--- src/rtl/acm_pkg.sv ---
// Shared types and constants of the autoranging current monitor.
package acm_pkg;

  localparam int CFG_W     = 32;
  localparam int CFG_IDX_W = 3;

  localparam logic [CFG_IDX_W-1:0] REG_READ_INTERVAL = 3'd0;
  localparam logic [CFG_IDX_W-1:0] REG_CURRENT_SCALE = 3'd1;
  localparam logic [CFG_IDX_W-1:0] REG_SMOOTH_ALPHA  = 3'd2;
  localparam logic [CFG_IDX_W-1:0] REG_SPIKE_LIMIT   = 3'd3;
  localparam logic [CFG_IDX_W-1:0] REG_SWITCH_UP     = 3'd4;
  localparam logic [CFG_IDX_W-1:0] REG_SWITCH_DOWN   = 3'd5;
  localparam logic [CFG_IDX_W-1:0] REG_MAX_ERRORS    = 3'd6;
  localparam logic [CFG_IDX_W-1:0] REG_RETRY         = 3'd7;

  localparam logic [15:0] RST_READ_INTERVAL = 16'd500;
  localparam logic [24:0] RST_CURRENT_SCALE = 25'd819200;
  localparam logic [16:0] RST_SMOOTH_ALPHA  = 17'd16384;
  localparam logic [22:0] RST_SPIKE_LIMIT   = 23'd200000;
  localparam logic [22:0] RST_SWITCH_UP     = 23'd100000;
  localparam logic [22:0] RST_SWITCH_DOWN   = 23'd90000;
  localparam logic [7:0]  RST_MAX_ERRORS    = 8'd5;
  localparam logic [31:0] RST_RETRY         = 32'd30000;

  localparam logic [1:0] STATUS_OK       = 2'd0;
  localparam logic [1:0] STATUS_BUS_ERR  = 2'd1;
  localparam logic [1:0] STATUS_COOLDOWN = 2'd2;
  localparam logic [1:0] STATUS_RANGE    = 2'd3;

  localparam logic [15:0] SAT_SHUNT_LIMIT = 16'd7800;
  localparam logic [12:0] BUS_OVERFLOW    = 13'h1FFF;
  localparam logic [16:0] ALPHA_ONE       = 17'h10000;
  localparam logic [7:0]  ERR_MAX         = 8'hFF;
  localparam logic [23:0] CUR_MAX         = 24'h7FFFFF;
  localparam logic [23:0] CUR_MIN         = 24'h800000;

  typedef struct packed {
    logic load;
    logic check;
    logic raw;
    logic mul;
    logic sum;
    logic pwr;
    logic emit;
  } acm_cmd_t;

  typedef struct packed {
    logic proceed;
    logic spike;
    logic seeded;
  } acm_sts_t;

endpackage

--- src/rtl/acm_ctrl.sv ---
// Sequencer of the autoranging current monitor: steps one word through the datapath.
module acm_ctrl
  import acm_pkg::*;
(
  input  logic     clk,
  input  logic     rst_n,
  input  logic     in_valid,
  output logic     in_stall,
  output logic     out_valid,
  input  logic     out_stall,
  input  acm_sts_t sts,
  output acm_cmd_t cmd
);

  typedef enum logic [2:0] {
    S_IDLE,
    S_CHECK,
    S_RAW,
    S_MUL,
    S_SUM,
    S_PWR,
    S_OUT
  } state_t;

  state_t state_r, state_nxt;
  logic   out_valid_r, out_valid_nxt;
  logic   out_free;

  assign out_free  = !out_valid_r || !out_stall;
  assign in_stall  = (state_r != S_IDLE);
  assign out_valid = out_valid_r;

  always_comb begin
    cmd       = '0;
    state_nxt = state_r;
    unique case (state_r)
      S_IDLE: begin
        cmd.load = in_valid;
        if (in_valid) state_nxt = S_CHECK;
      end
      S_CHECK: begin
        cmd.check = 1'b1;
        state_nxt = sts.proceed ? S_RAW : S_OUT;
      end
      S_RAW: begin
        cmd.raw = 1'b1;
        if (sts.spike) state_nxt = S_OUT;
        else if (sts.seeded) state_nxt = S_MUL;
        else state_nxt = S_PWR;
      end
      S_MUL: begin
        cmd.mul   = 1'b1;
        state_nxt = S_SUM;
      end
      S_SUM: begin
        cmd.sum   = 1'b1;
        state_nxt = S_PWR;
      end
      S_PWR: begin
        cmd.pwr   = 1'b1;
        state_nxt = S_OUT;
      end
      S_OUT: begin
        cmd.emit = out_free;
        if (out_free) state_nxt = S_IDLE;
      end
      default: state_nxt = S_IDLE;
    endcase
  end

  always_comb begin
    if (cmd.emit) out_valid_nxt = 1'b1;
    else if (!out_stall) out_valid_nxt = 1'b0;
    else out_valid_nxt = out_valid_r;
  end

  always_ff @(posedge clk) begin
    if (!rst_n) begin
      state_r     <= S_IDLE;
      out_valid_r <= 1'b0;
    end else begin
      state_r     <= state_nxt;
      out_valid_r <= out_valid_nxt;
    end
  end

endmodule

--- config.mk ---
export PLATFORM = sky130hd
export DESIGN_NAME = acm_ctrl
export DESIGN_NICKNAME = d
export VERILOG_FILES = /design/src/rtl/acm_pkg.sv /design/src/rtl/acm_ctrl.sv
export SDC_FILE = /design/constraint.sdc
export NUM_CORES = 1
export LEC_CHECK = 0
export CAP_MARGIN = 30
export CORE_AREA = 5 5 42 44
export DETAILED_ROUTE_END_ITERATION = 6
export DIE_AREA = 0 0 47 49
export DONT_BUFFER_PORTS = 1
export SLEW_MARGIN = 15
export SYNTH_ARGS = -nofsm -noshare
export SYNTH_HDL_FRONTEND = slang
export SYNTH_SLANG_ARGS = --single-unit
--- constraint.sdc ---
create_clock -name clk -period 1.4 [get_ports clk]
set_clock_uncertainty 0.2 [all_clocks]
set_input_delay 0.07 -clock clk [delete_from_list [all_inputs] [get_ports clk]]
set_output_delay 0.07 -clock clk [all_outputs]
set_load 0.03 [all_outputs]
==> impl_metrics.json <==
{
  "run_status": "finished with violations",
  "violations": "setup timing",
  "syn_inst": 34,
  "seq_area_frac_synth_pct": 30.6,
  "netlist_area_um2": 262,
  "grt_first_pass_wirelength_um": 1360,
  "avgViaCountPerCell": 4.53,
  "tightest_slew_ns": 0.221,
  "cpPeakStageDelay_ns": 0.40,
  "die_area_um2": 2300,
  "final_hold_viol_count": 0,
  "multiInputGateArea_um2": 210,
  "setup_ws_ns": -0.0484,
  "drt_iter0_drc": 2,
  "placementRows": 14,
  "syn_to_final_growth_pct": 97.6,
  "period_minus_slack_ns": 1.45,
  "worst-r2r-cell-count": 4,
  "crit_path_end_kind": "output pin",
  "path_delay_family": "simple AND/OR/NAND/NOR gates",
  "grt_remaining_overflow": 0,
  "leakagePower_nw": 0.216,
  "slew_viol_final": 0,
  "seq_area_um2": 91.3,
  "cts_tree": "built",
  "die_h_um": 49,
  "synth_seq_cells": 4,
  "crit_type": "flop to output pin",
  "cts-root-buf": "clkbuf_4",
  "cts.sink_count": 4,
  "cp_data_arrival_time_ns": 1.18,
  "layout.nets": 61,
  "fin_tns_setup_ns": -0.0484,
  "grt_pass1_vias": 342,
  "diodes": 0,
  "stdcell_area_um2": 517,
  "place_ws_ns": 0.112,
  "clk_pin_slew_worst_paths_ns": 0.04,
  "yosys-top-cells-area": "dfxtp_1 31%, nand2b_1 7.2%, nor2_1 7.2%",
  "yosys.area.top_type_share_pct": 30.6,
  "clockBufferDepth": 2,
  "avgSynthCellArea_um2": 7.69,
  "path_depth": 2,
  "grt_max_degree": 9,
  "dr.pass1.iters": 2,
  "fill_cells": 158,
  "holdWs_ns": 0.00962,
  "avgRoutedWirePerCell_um": 11.9,
  "yosys_warnings": 0,
  "antenna_found_initial": 0,
  "drv_cap": 0,
  "synth.distinct_cells": 22,
  "dpl_cell_area_um2": 342,
  "ant_nets": 0,
  "grt_usage_pct": 8.23,
  "drc": 0,
  "worstPathRequired_ns": 1.13,
  "gp_congestion": 0.718,
  "critPathBufInv": 0,
  "min_period_over_period_pct": 103,
  "cellPowerDensity_nw_per_um2": 1070,
  "vias": 308,
  "portBuffers": 0,
  "syn_nets": 41,
  "synthArstFlopShare_pct": 0,
  "io_pins": 16,
  "hpwl_um": 576,
  "core-area_um2": 1400,
  "synth-edff-count": 0,
  "fmax_ghz": 0.690,
  "synthTopCellsByCount": "5 x nor2_1, 4 x dfxtp_1, 3 x nand2b_1",
  "die_w_um": 47,
  "rsz0062_at_grt": "yes",
  "synth_ff_type": "dfxtp_1",
  "h-tree-depth": 1,
  "start_util_pct": 18.7,
  "numCtsBuffers": 3,
  "yosysTopAreaCell": "dfxtp_1",
  "relSlewSlack_pct": 85.2,
  "min_path_type": "input pin to flop",
  "utilization_pct": 36.9,
  "slowest_stage": "or3_4",
  "worstSkewPairLatency_ns": 0.24,
  "drt_wl_total_um": 810,
  "cp_cell_sequence": "or3_4, nor2_4",
  "setup_violations": 1,
  "whs_path_depth": 3,
  "synth_most_common_cell": "nor2_1",
  "startpoint_type": "flop",
  "critPathMaxFanout": 3,
  "irDropWorstVdd_mv": 0.536,
  "layout-drive-gt1-share_pct": 57.7
}
## layer usage
layer	share of wire, %	GRT usage, %	up-vias	wire length [µm]
li1	-	-	155	-
met1	40	8.55	141	321
met2	50	12.9	12	406
met3	10	6.64	0	82
met4	0	1.38	0	0
met5	0	0	-	0
## registers in the layout, summed over array words and instances, names as in the netlist
name and cells:
state_r 3, out_valid 1
## tightest hold or removal path: stages
cell	delay [ns]
nor3_1	0.02
a211oi_1	0.19
o21a_1	0.13
## through the flow
| step | cells | total power [mW] |
|---|---|---|
| 2_1_floorplan | 34 | 0.281 |
| 3_3_place_gp | 56 | 0.329 |
| 3_5_place_dp | 56 | 0.330 |
| 4_1_cts | 68 | 0.540 |
| 5_1_grt | 68 | 0.589 |
| 6_report | 68 | 0.553 |
## kinds of logic after synthesis
group | Yosys count | share of synthesized area [%]
compound gates | 7 | 19.6
flops | 4 | 30.6
simple gates | 18 | 39.2
buf+inv | 5 | 10.5
## final cells by class
type / count / share of cell area (%)
Sequential cell: 4 / 17.7
Inverter: 2 / 1.45
Clock buffer: 3 / 4.36
Timing Repair Buffer: 18 / 32.0
Tap cell: 16 / 3.87
Multi-Input combinational cell: 25 / 40.7
## final timing paths
kind / startpoint / endpoint / slack [ns]
worst min-delay path: sts[0] / state_r[1] / 0.01
worst max register to register: state_r[2] / state_r[2] / 0.02
worst min register to register: out_valid / out_valid / 0.34
worst max-delay path: state_r[2] / cmd[6] / -0.05
## power breakdown
part           switching, mW  internal (mW)
clock                 0.0499         0.0961
combinational          0.137          0.124
sequential            0.0167          0.130
## layout by cell type (no fill, tap or decap)
cell type	n
a211oi_1	1
a21boi_0	1
a21oi_2	1
a221o_1	1
and2_4	1
and3_1	2
buf_4	8
buf_6	4
clkbuf_4	3
dfxtp_1	1
dfxtp_4	3
dlygate4sd3_1	6
inv_1	1
inv_2	1
nand2_1	1
nand2b_1	2
nand2b_4	2
nand3_2	1
nor2_1	2
nor2_4	3
nor3_1	1
nor3_2	1
nor3b_2	1
o211ai_1	1
o21a_1	1
o22ai_1	1
or3_4	1
## timing repair
action / CTS / global route
hold endpoints to repair: 4 / 0
hold buffers: 6 / 0
pin swaps: 3 / 1
gates resized for setup: 10 / 11
endpoints found under the setup margin: 6 / 7
setup buffers: 3 / 0
Note: power is estimated with default switching activity, not from simulation.
